**src/hdl/vlia_pkg.sv**
```systemverilog
// ----------------------------------------------------------------------------
// vlia_pkg
// Opcodes, widths and shared types of the vector lane integer ALU.
// ----------------------------------------------------------------------------
`default_nettype none

package vlia_pkg;

    localparam int unsigned OP_W    = 5;
    localparam int unsigned DATA_W  = 64;
    localparam int unsigned WORD_W  = 32;
    localparam int unsigned HALF_W  = 16;
    localparam int unsigned SHAMT_W = 5;
    localparam int unsigned I24_W   = 24;

    typedef enum logic [OP_W-1:0] {
        OP_CNDMASK_B32 = 5'd0,
        OP_MUL_I32_I24 = 5'd1,
        OP_MULLO_I32   = 5'd2,
        OP_MUL_I64_I32 = 5'd3,
        OP_MIN_I32     = 5'd4,
        OP_MAX_I32     = 5'd5,
        OP_MIN_U32     = 5'd6,
        OP_MAX_U32     = 5'd7,
        OP_LSHRREV_B32 = 5'd8,
        OP_ASHRREV_I32 = 5'd9,
        OP_LSHL_B32    = 5'd10,
        OP_LSHLREV_B32 = 5'd11,
        OP_AND_B32     = 5'd12,
        OP_OR_B32      = 5'd13,
        OP_XOR_B32     = 5'd14,
        OP_ADD_I32     = 5'd15,
        OP_ADD_U32     = 5'd16,
        OP_ADDCO_U32   = 5'd17,
        OP_SUB_I32     = 5'd18,
        OP_SUB_U32     = 5'd19,
        OP_SUBREV_I32  = 5'd20,
        OP_SUBREV_U32  = 5'd21,
        OP_ADD_I64     = 5'd22,
        OP_ASHR_I64    = 5'd23,
        OP_LSHL_B64    = 5'd24
    } t_op;

    typedef enum logic [1:0] {
        RS_ALU      = 2'd0,
        RS_MUL_LO   = 2'd1,
        RS_MUL_FULL = 2'd2
    } t_res_sel;

    typedef struct packed {
        logic [DATA_W-1:0] result;
        logic              carry_out;
        logic              carry_valid;
    } t_alu_out;

    function automatic logic [WORD_W-1:0] sext24(input logic [WORD_W-1:0] x);
        return {{(WORD_W-I24_W){x[I24_W-1]}}, x[I24_W-1:0]};
    endfunction

endpackage

`default_nettype wire

```
**src/hdl/vlia_mul.sv**
```systemverilog
// ----------------------------------------------------------------------------
// vlia_mul
// Signed 32 x 32 multiplier over two stages: 16-bit partial products are
// registered, then summed into the full 64-bit product.
// ----------------------------------------------------------------------------
`default_nettype none

module vlia_mul
    import vlia_pkg::*;
(
    input  wire logic              i_clk,
    input  wire logic              i_en,
    input  wire logic [WORD_W-1:0] i_x,
    input  wire logic [WORD_W-1:0] i_y,
    output logic      [DATA_W-1:0] o_prod
);

    logic signed [HALF_W-1:0] w_xh;
    logic signed [HALF_W-1:0] w_yh;
    logic signed [HALF_W:0]   w_xl;
    logic signed [HALF_W:0]   w_yl;

    logic signed [WORD_W-1:0] n_hh;
    logic signed [WORD_W:0]   n_hl;
    logic signed [WORD_W:0]   n_lh;
    logic        [WORD_W-1:0] n_ll;

    logic signed [WORD_W-1:0] r_hh;
    logic signed [WORD_W:0]   r_hl;
    logic signed [WORD_W:0]   r_lh;
    logic        [WORD_W-1:0] r_ll;

    // signed upper halves, unsigned lower halves
    assign w_xh = signed'(i_x[WORD_W-1:HALF_W]);
    assign w_yh = signed'(i_y[WORD_W-1:HALF_W]);
    assign w_xl = signed'({1'b0, i_x[HALF_W-1:0]});
    assign w_yl = signed'({1'b0, i_y[HALF_W-1:0]});

    assign n_hh = WORD_W'(w_xh) * WORD_W'(w_yh);
    assign n_hl = (WORD_W+1)'(w_xh) * (WORD_W+1)'(w_yl);
    assign n_lh = (WORD_W+1)'(w_xl) * (WORD_W+1)'(w_yh);
    assign n_ll = {{(WORD_W-HALF_W){1'b0}}, i_x[HALF_W-1:0]}
                * {{(WORD_W-HALF_W){1'b0}}, i_y[HALF_W-1:0]};

    always_ff @(posedge i_clk) begin
        if (i_en) begin
            r_hh <= n_hh;
            r_hl <= n_hl;
            r_lh <= n_lh;
            r_ll <= n_ll;
        end
    end

    assign o_prod = {r_hh, {WORD_W{1'b0}}}
                  + {{(DATA_W-WORD_W-HALF_W-1){r_hl[WORD_W]}}, r_hl, {HALF_W{1'b0}}}
                  + {{(DATA_W-WORD_W-HALF_W-1){r_lh[WORD_W]}}, r_lh, {HALF_W{1'b0}}}
                  + {{(DATA_W-WORD_W){1'b0}}, r_ll};

endmodule

`default_nettype wire

```
**config.mk**
```make
export PLATFORM = sky130hd
export DESIGN_NAME = vlia_mul
export DESIGN_NICKNAME = d
export VERILOG_FILES = /design/src/hdl/vlia_pkg.sv /design/src/hdl/vlia_mul.sv
export SDC_FILE = /design/constraint.sdc
export NUM_CORES = 2
export LEC_CHECK = 0
export BUFFER_PORTS_ARGS = -buffer_cell sky130_fd_sc_hd__buf_2
export CORE_ASPECT_RATIO = 0.6
export CORE_MARGIN = 3
export CORE_UTILIZATION = 40
export CTS_CLUSTER_SIZE = 28
export DETAILED_ROUTE_END_ITERATION = 8
export PLACE_DENSITY = 0.61
export SYNTH_ARGS = -nofsm -noshare
export SYNTH_HDL_FRONTEND = slang
export SYNTH_SLANG_ARGS = --single-unit
```
**constraint.sdc**
```tcl
create_clock -name i_clk -period 8.5 [get_ports i_clk]
set_input_delay 0.85 -clock i_clk [delete_from_list [all_inputs] [get_ports i_clk]]
set_output_delay 0.85 -clock i_clk [all_outputs]
set_load 0.05 [all_outputs]
```
==> reports/metrics.cfg <==
[timing]
fmax_ghz=0.139
setup_viol_count_final=0
min_period_ps=7220
setup_ws_ps=1280
slew_headroom_pct=16.5
slew_viol_final=0
worst_slew_pin_slew_ps=1240
hold_viol_final=0
tns_ps=0
rsz0062_at_grt=no
fin_crit_sh_pct=84.9

[worst_hold_path]
worstHoldPathType=in2reg
hp-start=i_en
worstHoldPathCells=1
holdPathEnd=r_lh[8]

[logic_synthesis]
synth_top_cell_area_share_pct=41.5
synth_seq_cells=130
async_flop_share_pct=0
syn_inst=4605
synth_edf_count=130
syn_area_um2=43000
synth-xor-area-share_pct=3.38
synth_top_family_by_area=adder cells
ys.flop_type=edfxtp_1
yosys.area_share.simple_pct=15.2
yosys.area.top_type=fa_1
yosysUniqueCellTypes=65
synth_compound_area_share_pct=6.32
synth_mux_area_share_pct=0
synth_fa_ha_area_share_pct=55.3
ys_warn_count=0
ys_seq_area_share_pct=9.07
synth.area.top_cells=fa_1 (41%), ha_1 (14%), edfxtp_1 (9.1%), inv_1 (8.7%), and2_1 (7.1%)
avgSynthCellArea_um2=9.35
syn_nets=6039

[routing]
ant_nets=0
drt-total-wl_um=122000
first_iter_violations=2406
wl_per_cell_um=20.4
firstDrtPassIters=6
num_vias=30700
drc=0
avgViaCountPerCell=5.12

[place]
dpl.hpwl_um=98300
pre_cts_slack_ps=931
gp_congestion=0.888
place_area_um2=44900
numPortBuffers=129

[worst_setup_path]
cp_cell_sequence=buf_2 > buf_4 > nand2_1 > fa_1 > inv_1 > fa_1 > inv_1 > fa_1 > inv_1 > fa_1 > fa_1 > inv_1 > fa_1 > inv_1 > ha_1 > and4_1 > a31oi_1 > nor2_1 > a22oi_1 > o31ai_1 > nand2_1 > xnor2_1
worst_ep_required_time_ps=8670
critical_path_class=in2reg
cp_max_fo=24
cp-end-kind=register
max_stage_delay_ps=660
cp_slowest_cell=xnor2_1
critPathMostFrequentCell=fa_1
critPathLaunchType=primary input
crit_arrival_ps=7380

[clocking]
htree_levels=4
post_cts_resized=0
cts_tree=done
root_buffer=clkbuf_16
path_clk_slew_ps=70
numClockSinks=130
cts_setup_buffers=0
clk_path_buf_depth=2
cts_hold_buf=0
numCtsBuffers=17

[layout]
final_util_pct=42.9
fill_cells=10300
nets=6016
syn_to_final_growth_pct=5.65
final_design_area_no_fill_um2=45500
drive_above_1_share_pct=4.72

[die]
initial_core_util_pct=40.6
die_w_um=429
core_area_um2=106000
rows=92
dieArea_um2=112000
io_pins=130
die_h_um=260

[grt]
overflow=0
grt_max_degree=72
antenna_found_initial=9
grt.total_usage_pct=22.8
grt_pass1_vias=32500
grt_pass1_wl_um=195000

[run]
cap_viol_max_count=0

[run_status]
outcome=complete, no violations

==> logic make-up (layout without fill, tap and decap cells) <==
kind of cell             count (synthesis)  in the layout
AO/OA/AOI/OAI                          412            412
XOR/XNOR                               166            166
adder cells (fa/ha/maj)               1368           1368
buffers and inverters                 1211           1201
flip-flops                             130            130
other                                    0              1
AND/OR/NAND/NOR                       1318           1318
==> per-layer routing <==
layer | wire, um | track usage (%)
met5 | 13 | 0
met4 | 1250 | 3.34
met3 | 13100 | 7.02
met2 | 46100 | 30.3
met1 | 61900 | 36.1
==> metrics by stage <==
stage          cells  hold WS (ps)
6_report        6006           865
5_1_grt         6006           882
4_1_cts         6005           838
3_5_place_dp    5973          1360
3_3_place_gp    5973          1360
2_1_floorplan   4605           962
==> final cells by class <==
class / count / area, um2 / area share (%)
Antenna cell: 1 / 2.50 / 0.00550
Tap cell: 1410 / 1760 / 3.88
Multi-Input combinational cell: 3264 / 34500 / 75.9
Clock inverter: 15 / 123 / 0.270
Sequential cell: 130 / 3900 / 8.58
Clock buffer: 17 / 425 / 0.936
Inverter: 999 / 3750 / 8.25
Timing Repair Buffer: 170 / 972 / 2.14
==> registers in the layout, indices dropped and copies added, names as in the netlist <==
register,count
r_hl,33
r_ll,32
r_hh,32
r_lh,33
==> placed cells by master (no fill, tap or decap), types with 14 or more instances in the layout <==
master,instances
nand3_1,29
fa_1,892
a21o_1,77
nand2_1,562
nand4_1,14
nor2_1,101
o21a_1,15
edfxtp_1,130
a31oi_1,18
nor2b_1,15
nor3_1,25
xnor2_1,131
a211oi_1,20
buf_2,128
nand2b_1,35
xor2_1,35
inv_1,997
o21bai_1,21
ha_1,476
buf_4,40
clkbuf_16,17
and2_1,490
and3_1,19
o21ai_1,34
a21oi_1,124
o21ai_0,39
==> synth_stat cells (5+ instances only) <==
master    instances
ha_1            476
nand2b_1         35
or3_1             7
nor2b_1          15
a31oi_1          18
a211oi_1         20
o21ai_1          34
a21oi_1         124
a31o_1            5
nand2_1         562
buf_4            16
fa_1            892
nor2_1          101
o21bai_1         21
clkbuf_1        196
xnor2_1         131
inv_1           997
o31ai_1           6
nand3_1          29
a221oi_1          5
edfxtp_1        130
o21ai_0          39
a21o_1           77
nand4_1          14
o211ai_1         10
and3_1           19
xor2_1           35
o21a_1           15
and2_1          490
nor3_1           25
==> worst max path at each step <==
stage | start | end | slack, ps | cells after the start
floorplan | i_x[31] | r_hh[31] | 1830 | 23
global placement | i_y[17] | r_hh[31] | 1010 | 20
finish | i_x[7] | r_ll[29] | 1280 | 22
CTS | i_x[7] | r_ll[29] | 1440 | 22
detailed placement | i_y[17] | r_hh[31] | 930 | 20
global route | i_x[7] | r_ll[29] | 890 | 22
==> worst max-delay path, delay by kind of cell <==
family,cells,cell delay (ps)
adder cells (fa/ha/maj),7,3480
XOR/XNOR,1,660
AO/OA/AOI/OAI,3,660
AND/OR/NAND/NOR,4,580
buffers and inverters,7,1080
Power is left out: the tool's default activity adds up to more than one toggle a clock period on the data nets, which glitch-free logic cannot reach.
