$ cat src/hdl/vlia_pkg.sv
// ----------------------------------------------------------------------------
// vlia_pkg
// Opcodes, widths and shared types of the vector lane integer ALU.
// ----------------------------------------------------------------------------
`default_nettype none

package vlia_pkg;

    localparam int unsigned OP_W    = 5;
    localparam int unsigned DATA_W  = 64;
    localparam int unsigned WORD_W  = 32;
    localparam int unsigned HALF_W  = 16;
    localparam int unsigned SHAMT_W = 5;
    localparam int unsigned I24_W   = 24;

    typedef enum logic [OP_W-1:0] {
        OP_CNDMASK_B32 = 5'd0,
        OP_MUL_I32_I24 = 5'd1,
        OP_MULLO_I32   = 5'd2,
        OP_MUL_I64_I32 = 5'd3,
        OP_MIN_I32     = 5'd4,
        OP_MAX_I32     = 5'd5,
        OP_MIN_U32     = 5'd6,
        OP_MAX_U32     = 5'd7,
        OP_LSHRREV_B32 = 5'd8,
        OP_ASHRREV_I32 = 5'd9,
        OP_LSHL_B32    = 5'd10,
        OP_LSHLREV_B32 = 5'd11,
        OP_AND_B32     = 5'd12,
        OP_OR_B32      = 5'd13,
        OP_XOR_B32     = 5'd14,
        OP_ADD_I32     = 5'd15,
        OP_ADD_U32     = 5'd16,
        OP_ADDCO_U32   = 5'd17,
        OP_SUB_I32     = 5'd18,
        OP_SUB_U32     = 5'd19,
        OP_SUBREV_I32  = 5'd20,
        OP_SUBREV_U32  = 5'd21,
        OP_ADD_I64     = 5'd22,
        OP_ASHR_I64    = 5'd23,
        OP_LSHL_B64    = 5'd24
    } t_op;

    typedef enum logic [1:0] {
        RS_ALU      = 2'd0,
        RS_MUL_LO   = 2'd1,
        RS_MUL_FULL = 2'd2
    } t_res_sel;

    typedef struct packed {
        logic [DATA_W-1:0] result;
        logic              carry_out;
        logic              carry_valid;
    } t_alu_out;

    function automatic logic [WORD_W-1:0] sext24(input logic [WORD_W-1:0] x);
        return {{(WORD_W-I24_W){x[I24_W-1]}}, x[I24_W-1:0]};
    endfunction

endpackage

`default_nettype wire

$ cat src/hdl/vlia_alu.sv
// ----------------------------------------------------------------------------
// vlia_alu
// Non-multiply operations: select, min/max, shifts, logic, add and subtract.
// ----------------------------------------------------------------------------
`default_nettype none

module vlia_alu
    import vlia_pkg::*;
(
    input  wire t_op               i_op,
    input  wire logic [DATA_W-1:0] i_src_a,
    input  wire logic [DATA_W-1:0] i_src_b,
    input  wire logic              i_vcc_in,
    output t_alu_out               o_alu
);

    logic [WORD_W-1:0]  w_a;
    logic [WORD_W-1:0]  w_b;
    logic [SHAMT_W-1:0] w_sh_a;
    logic [SHAMT_W-1:0] w_sh_b;
    logic [WORD_W-1:0]  w_shl;
    logic [WORD_W-1:0]  w_shlrev;
    logic               w_rev;
    logic [WORD_W-1:0]  w_sub_x;
    logic [WORD_W-1:0]  w_sub_y;
    logic [WORD_W-1:0]  w_diff;
    logic [WORD_W:0]    w_sum32;
    logic [DATA_W:0]    w_sum64;
    logic               w_s_a_gt_b;
    logic               w_s_b_gt_a;
    logic               w_u_a_gt_b;
    logic               w_u_b_gt_a;
    logic               w_s_brw;
    logic               w_u_brw;

    assign w_a    = i_src_a[WORD_W-1:0];
    assign w_b    = i_src_b[WORD_W-1:0];
    assign w_sh_a = w_a[SHAMT_W-1:0];
    assign w_sh_b = w_b[SHAMT_W-1:0];

    assign w_shl    = w_a << w_sh_b;
    assign w_shlrev = w_b << w_sh_a;

    assign w_s_a_gt_b = $signed(w_a) > $signed(w_b);
    assign w_s_b_gt_a = $signed(w_b) > $signed(w_a);
    assign w_u_a_gt_b = w_a > w_b;
    assign w_u_b_gt_a = w_b > w_a;

    // reversed subtract swaps the operands
    assign w_rev   = (i_op inside {OP_SUBREV_I32, OP_SUBREV_U32});
    assign w_sub_x = w_rev ? w_b : w_a;
    assign w_sub_y = w_rev ? w_a : w_b;
    assign w_diff  = w_sub_x - w_sub_y;
    assign w_s_brw = w_rev ? w_s_a_gt_b : w_s_b_gt_a;
    assign w_u_brw = w_rev ? w_u_a_gt_b : w_u_b_gt_a;

    assign w_sum32 = {1'b0, w_a} + {1'b0, w_b};
    assign w_sum64 = {1'b0, i_src_a} + {1'b0, i_src_b};

    always_comb begin
        o_alu = '0;
        case (i_op)
            OP_CNDMASK_B32: begin
                o_alu.result = DATA_W'(i_vcc_in ? w_b : w_a);
            end
            OP_MIN_I32: begin
                o_alu.result = DATA_W'(w_s_b_gt_a ? w_a : w_b);
            end
            OP_MAX_I32: begin
                o_alu.result = DATA_W'(w_s_a_gt_b ? w_a : w_b);
            end
            OP_MIN_U32: begin
                o_alu.result = DATA_W'(w_u_b_gt_a ? w_a : w_b);
            end
            OP_MAX_U32: begin
                o_alu.result = DATA_W'(w_u_a_gt_b ? w_a : w_b);
            end
            OP_LSHRREV_B32: begin
                o_alu.result = DATA_W'(w_b >> w_sh_a);
            end
            OP_ASHRREV_I32: begin
                o_alu.result = DATA_W'(unsigned'($signed(w_b) >>> w_sh_a));
            end
            OP_LSHL_B32: begin
                o_alu.result = DATA_W'(w_shl);
            end
            OP_LSHLREV_B32: begin
                o_alu.result = DATA_W'(w_shlrev);
            end
            OP_AND_B32: begin
                o_alu.result = DATA_W'(w_a & w_b);
            end
            OP_OR_B32: begin
                o_alu.result = DATA_W'(w_a | w_b);
            end
            OP_XOR_B32: begin
                o_alu.result = DATA_W'(w_a ^ w_b);
            end
            OP_ADD_I32, OP_ADD_U32, OP_ADDCO_U32: begin
                o_alu.result      = DATA_W'(w_sum32[WORD_W-1:0]);
                o_alu.carry_out   = w_sum32[WORD_W];
                o_alu.carry_valid = 1'b1;
            end
            OP_SUB_I32, OP_SUBREV_I32: begin
                o_alu.result      = DATA_W'(w_diff);
                o_alu.carry_out   = w_s_brw;
                o_alu.carry_valid = 1'b1;
            end
            OP_SUB_U32, OP_SUBREV_U32: begin
                o_alu.result      = DATA_W'(w_diff);
                o_alu.carry_out   = w_u_brw;
                o_alu.carry_valid = 1'b1;
            end
            OP_ADD_I64: begin
                o_alu.result      = w_sum64[DATA_W-1:0];
                o_alu.carry_out   = w_sum64[DATA_W];
                o_alu.carry_valid = 1'b1;
            end
            OP_ASHR_I64: begin
                o_alu.result = unsigned'($signed(i_src_a) >>> w_sh_b);
            end
            OP_LSHL_B64: begin
                o_alu.result = i_src_a << w_sh_b;
            end
            default: begin
                o_alu = '0;
            end
        endcase
    end

endmodule

`default_nettype wire

$ cat config.mk
export PLATFORM = sky130hd
export DESIGN_NAME = vlia_alu
export DESIGN_NICKNAME = d
export VERILOG_FILES = /design/src/hdl/vlia_pkg.sv /design/src/hdl/vlia_alu.sv
export SDC_FILE = /design/constraint.sdc
export NUM_CORES = 1
export LEC_CHECK = 0
export BUFFER_PORTS_ARGS = -buffer_cell sky130_fd_sc_hd__buf_2
export CAP_MARGIN = 20
export CORE_MARGIN = 2
export CORE_UTILIZATION = 30
export DETAILED_ROUTE_END_ITERATION = 6
export GPL_TIMING_DRIVEN = 1
export PLACE_DENSITY = 0.47
export RECOVER_POWER = 100
export SETUP_SLACK_MARGIN = 0.5
export SLEW_MARGIN = 0
export SYNTH_ARGS = -nofsm -noshare
export SYNTH_HDL_FRONTEND = slang
export SYNTH_SLANG_ARGS = --single-unit
$ cat constraint.sdc
create_clock -name vclk -period 19.8
set_input_delay 3.96 -clock vclk [all_inputs]
set_output_delay 3.96 -clock vclk [all_outputs]
set_load 0.05 [all_outputs]
==> impl_metrics.sql <==
INSERT INTO impl_metrics (metric_group, metric, value, unit) VALUES
('timing', 'finalCritPeriodShare', '80.7', '%'),
('route', 'met2RoutedLength', '53600', 'um'),
('critical_path', 'timing.critical_path.buf_inv', '4', ''),
('synth', 'synth.cell_area', '21500', 'um^2'),
('route', 'highest-signal-layer', 'met5', ''),
('outcome', 'outcome', 'finished, violations left', ''),
('clock_network', 'cts-hold-fix-buffers', '0', ''),
('die', 'core.rowCount', '98', ''),
('layout', 'layout.clock_buffers', '0', ''),
('clock_network', 'cts_repair_resize_count', '0', ''),
('route', 'wl_per_cell', '31.7', 'um'),
('layout', 'area_growth_syn_to_layout', '5.70', '%'),
('grt', 'antenna_found_initial', '7', ''),
('critical_path', 'cp_data_arrival_time', '12.01', 'ns'),
('timing', 'relSlewSlack', '-32.7', '%'),
('grt', 'vias_in_the_first_global_route', '24100', ''),
('layout', 'fraction_of_final_layout_cells_with_drive_strength_greater_than_1', '13.5', '%'),
('timing', 'tightest_slew', '1.99', 'ns'),
('timing', 'final-setup-viol-count', '0', ''),
('critical_path', 'worst_setup_path_start_kind', 'input port', ''),
('synth', 'synthesis.nets', '3385', ''),
('die', 'design.core.area', '71200', 'um^2'),
('critical_path', 'timing.setup.critical_path_class', 'in2out', ''),
('route', 'drt_iter0_drc', '3896', ''),
('layout', 'layout_commonest_cell', 'sky130_fd_sc_hd__nor2_1', ''),
('layout', 'layout.sequential_cells', '0', ''),
('die', 'chipHeight', '272', 'um'),
('grt', 'grt_start_max_net_pins', '73', ''),
('critical_path', 'timing.critical_path.slowest_cell_delay', '1.21', 'ns'),
('synth', 'cell_count_after_synthesis', '3088', ''),
('critical_path', 'cp_cell_sequence', 'clkbuf_1, clkinv_1, ha_1, nor2_1, nand4_1, a21oi_1, o41ai_1, nand2_1, and2_0, nand2_1, a221o_1, clkbuf_1, a2111oi_0, o21ai_1, clkbuf_1', ''),
('synth', 'yosysWarningCount', '0', ''),
('critical_path', 'path_delay_family', 'buffers and inverters', ''),
('outcome', 'violations_in_the_final_reports', 'capacitance limit, slew limit', ''),
('critical_path', 'cpMostUsedCell', 'sky130_fd_sc_hd__clkbuf_1', ''),
('route', 'route.final.wire_length', '126000', 'um'),
('placement', 'place_congestion', '1.03', ''),
('timing', 'setup_repair_after_global_routing_missed_its_margin', 'no', ''),
('layout', 'ff_latch_area', '0', 'um^2'),
('placement', 'dp.final_hpwl', '96700', 'um'),
('hold_path', 'whs_path_depth', '4', ''),
('layout', 'layout.cells.most_common_list', '431 x sky130_fd_sc_hd__nor2_1, 267 x sky130_fd_sc_hd__o21ai_0, 266 x sky130_fd_sc_hd__a21oi_1', ''),
('timing', 'finalWorstPathRequiredPeriod', '15.97', 'ns'),
('die', 'floorplan.initialDensity', '30.2', '%'),
('critical_path', 'critical_path_depth', '15', ''),
('route', 'met3_length', '13200', 'um'),
('placement', 'io_buffer_count', '200', ''),
('synth', 'synth.yosys.seq_area_share', '0', '%'),
('layout', 'nNetsFinal', '3319', ''),
('clock_network', 'cts.repair_timing.setup_buffer_count', '0', ''),
('die', 'die_w', '272', 'um'),
('critical_path', 'critical-path-slowest-cell', 'sky130_fd_sc_hd__clkbuf_1', ''),
('die', 'die_area', '73900', 'um^2'),
('timing', 'timing_max_transition_violations_final', '51', ''),
('synth', 'most_area_hungry_cell_type_in_the_yosys_netlist', 'sky130_fd_sc_hd__mux4_2', ''),
('critical_path', 'cp.required', '15.84', 'ns'),
('grt', 'grt-ovfl-total', '0', ''),
('timing', 'setup_tns', '0', 'ns'),
('route', 'drc', '0', ''),
('route', 'avgViaCountPerCell', '6.68', ''),
('timing', 'max_freq', '62.6', 'MHz'),
('route', 'final_antenna_net_count', '0', ''),
('die', 'floorplan.io_pins', '200', ''),
('synth', 'synth_top_area_share', '16.7', '%'),
('grt', 'grt_pass1_wl', '179000', 'um'),
('job', 'drv_cap', '2', ''),
('synth', 'synth.top_cells.by_area', 'sky130_fd_sc_hd__mux4_2 17%, sky130_fd_sc_hd__mux2i_1 10%, sky130_fd_sc_hd__ha_1 9.4%, sky130_fd_sc_hd__nor2_1 7.5%, sky130_fd_sc_hd__o21ai_0 6.2%', ''),
('route', 'drt_pass1_iterations', '6', ''),
('critical_path', 'end_kind', 'primary output', ''),
('route', 'wl_met1', '53100', 'um'),
('synth', 'post_synth.cell_area_avg', '6.97', 'um^2'),
('timing', 'hold_vio_cnt_final', '0', ''),
('hold_path', 'holdCritPathClass', 'in2out', ''),
('grt', 'groute.usage.overall', '32.4', '%'),
('critical_path', 'crit_fanout', '25', ''),
('route', 'vias', '26500', ''),
('synth', 'ys_types', '88', '');
[cells by family (layout without fill, tap and decap cells)]
family,Yosys count,in the layout,share of synthesized area [%]
simple gates,1031,1031,21.7
compound gates,1006,1006,30.0
buf+inv,425,357,8.03
mux,410,410,28.6
fa+ha+maj,163,163,9.51
xor+xnor,53,53,2.16
other cells,0,4,0
[cells in the mapped netlist (10+ instances only)]
master                      count
sky130_fd_sc_hd__a22oi_1       18
sky130_fd_sc_hd__nand2_1      246
sky130_fd_sc_hd__o21bai_1      14
sky130_fd_sc_hd__o31ai_1       19
sky130_fd_sc_hd__nand4_1       33
sky130_fd_sc_hd__mux2_2        26
sky130_fd_sc_hd__xnor2_1       32
sky130_fd_sc_hd__nor4_1        21
sky130_fd_sc_hd__a221oi_1      40
sky130_fd_sc_hd__xor2_1        21
sky130_fd_sc_hd__and3_1        20
sky130_fd_sc_hd__clkbuf_1     196
sky130_fd_sc_hd__nor2b_1       68
sky130_fd_sc_hd__o2111ai_1     12
sky130_fd_sc_hd__nor3_1        62
sky130_fd_sc_hd__a211oi_1      48
sky130_fd_sc_hd__ha_1         162
sky130_fd_sc_hd__a221o_1       22
sky130_fd_sc_hd__nor2_1       431
sky130_fd_sc_hd__o21ai_1       11
sky130_fd_sc_hd__a211o_1       14
sky130_fd_sc_hd__a21o_1        35
sky130_fd_sc_hd__mux2i_1      222
sky130_fd_sc_hd__o21a_1        17
sky130_fd_sc_hd__a21oi_1      266
sky130_fd_sc_hd__o221ai_1      24
sky130_fd_sc_hd__o211ai_1      41
sky130_fd_sc_hd__nand2b_1      20
sky130_fd_sc_hd__or4_1         10
sky130_fd_sc_hd__a31oi_1       27
sky130_fd_sc_hd__o21ai_0      268
sky130_fd_sc_hd__buf_2         55
sky130_fd_sc_hd__a2111oi_0     14
sky130_fd_sc_hd__and2_1        16
sky130_fd_sc_hd__or3_1         22
sky130_fd_sc_hd__buf_1         61
sky130_fd_sc_hd__mux4_2       160
sky130_fd_sc_hd__inv_1         96
sky130_fd_sc_hd__o22ai_1       33
sky130_fd_sc_hd__nand3_1       59
[path summary, 6_finish.rpt]
path / start / end / slack [ns]
setup / recovery: i_src_a[4] / o_alu[28] / 3.83
hold / removal: i_src_b[63] / o_alu[65] / 8.49
[layout make-up]
| class | count | area [um^2] |
|---|---|---|
| antenna | 4 | 10.0 |
| inverter | 100 | 379 |
| fill | 7951 | 48500 |
| multi-input combinational | 2663 | 19800 |
| timing repair buffer | 257 | 1370 |
| tap | 950 | 1190 |
[metrics by stage]
step	area, um^2	hold slack, ns	setup slack (ns)	std cells	util [%]
2_1_floorplan	21500	8.36	6.84	3088	-
3_3_place_gp	22800	8.50	5.98	3966	32.0
3_5_place_dp	22800	8.50	6.00	3968	32.0
4_1_cts	22800	8.50	5.98	3968	32.0
5_1_grt	22700	8.53	3.97	3971	31.9
6_report	22700	8.49	3.83	3974	31.9
[per-layer routing]
metal  vias up  track usage, %
met5         -               0
met4         8            12.2
met3       269            5.55
met2      1743            48.3
met1     13000            46.3
li1      11500               -
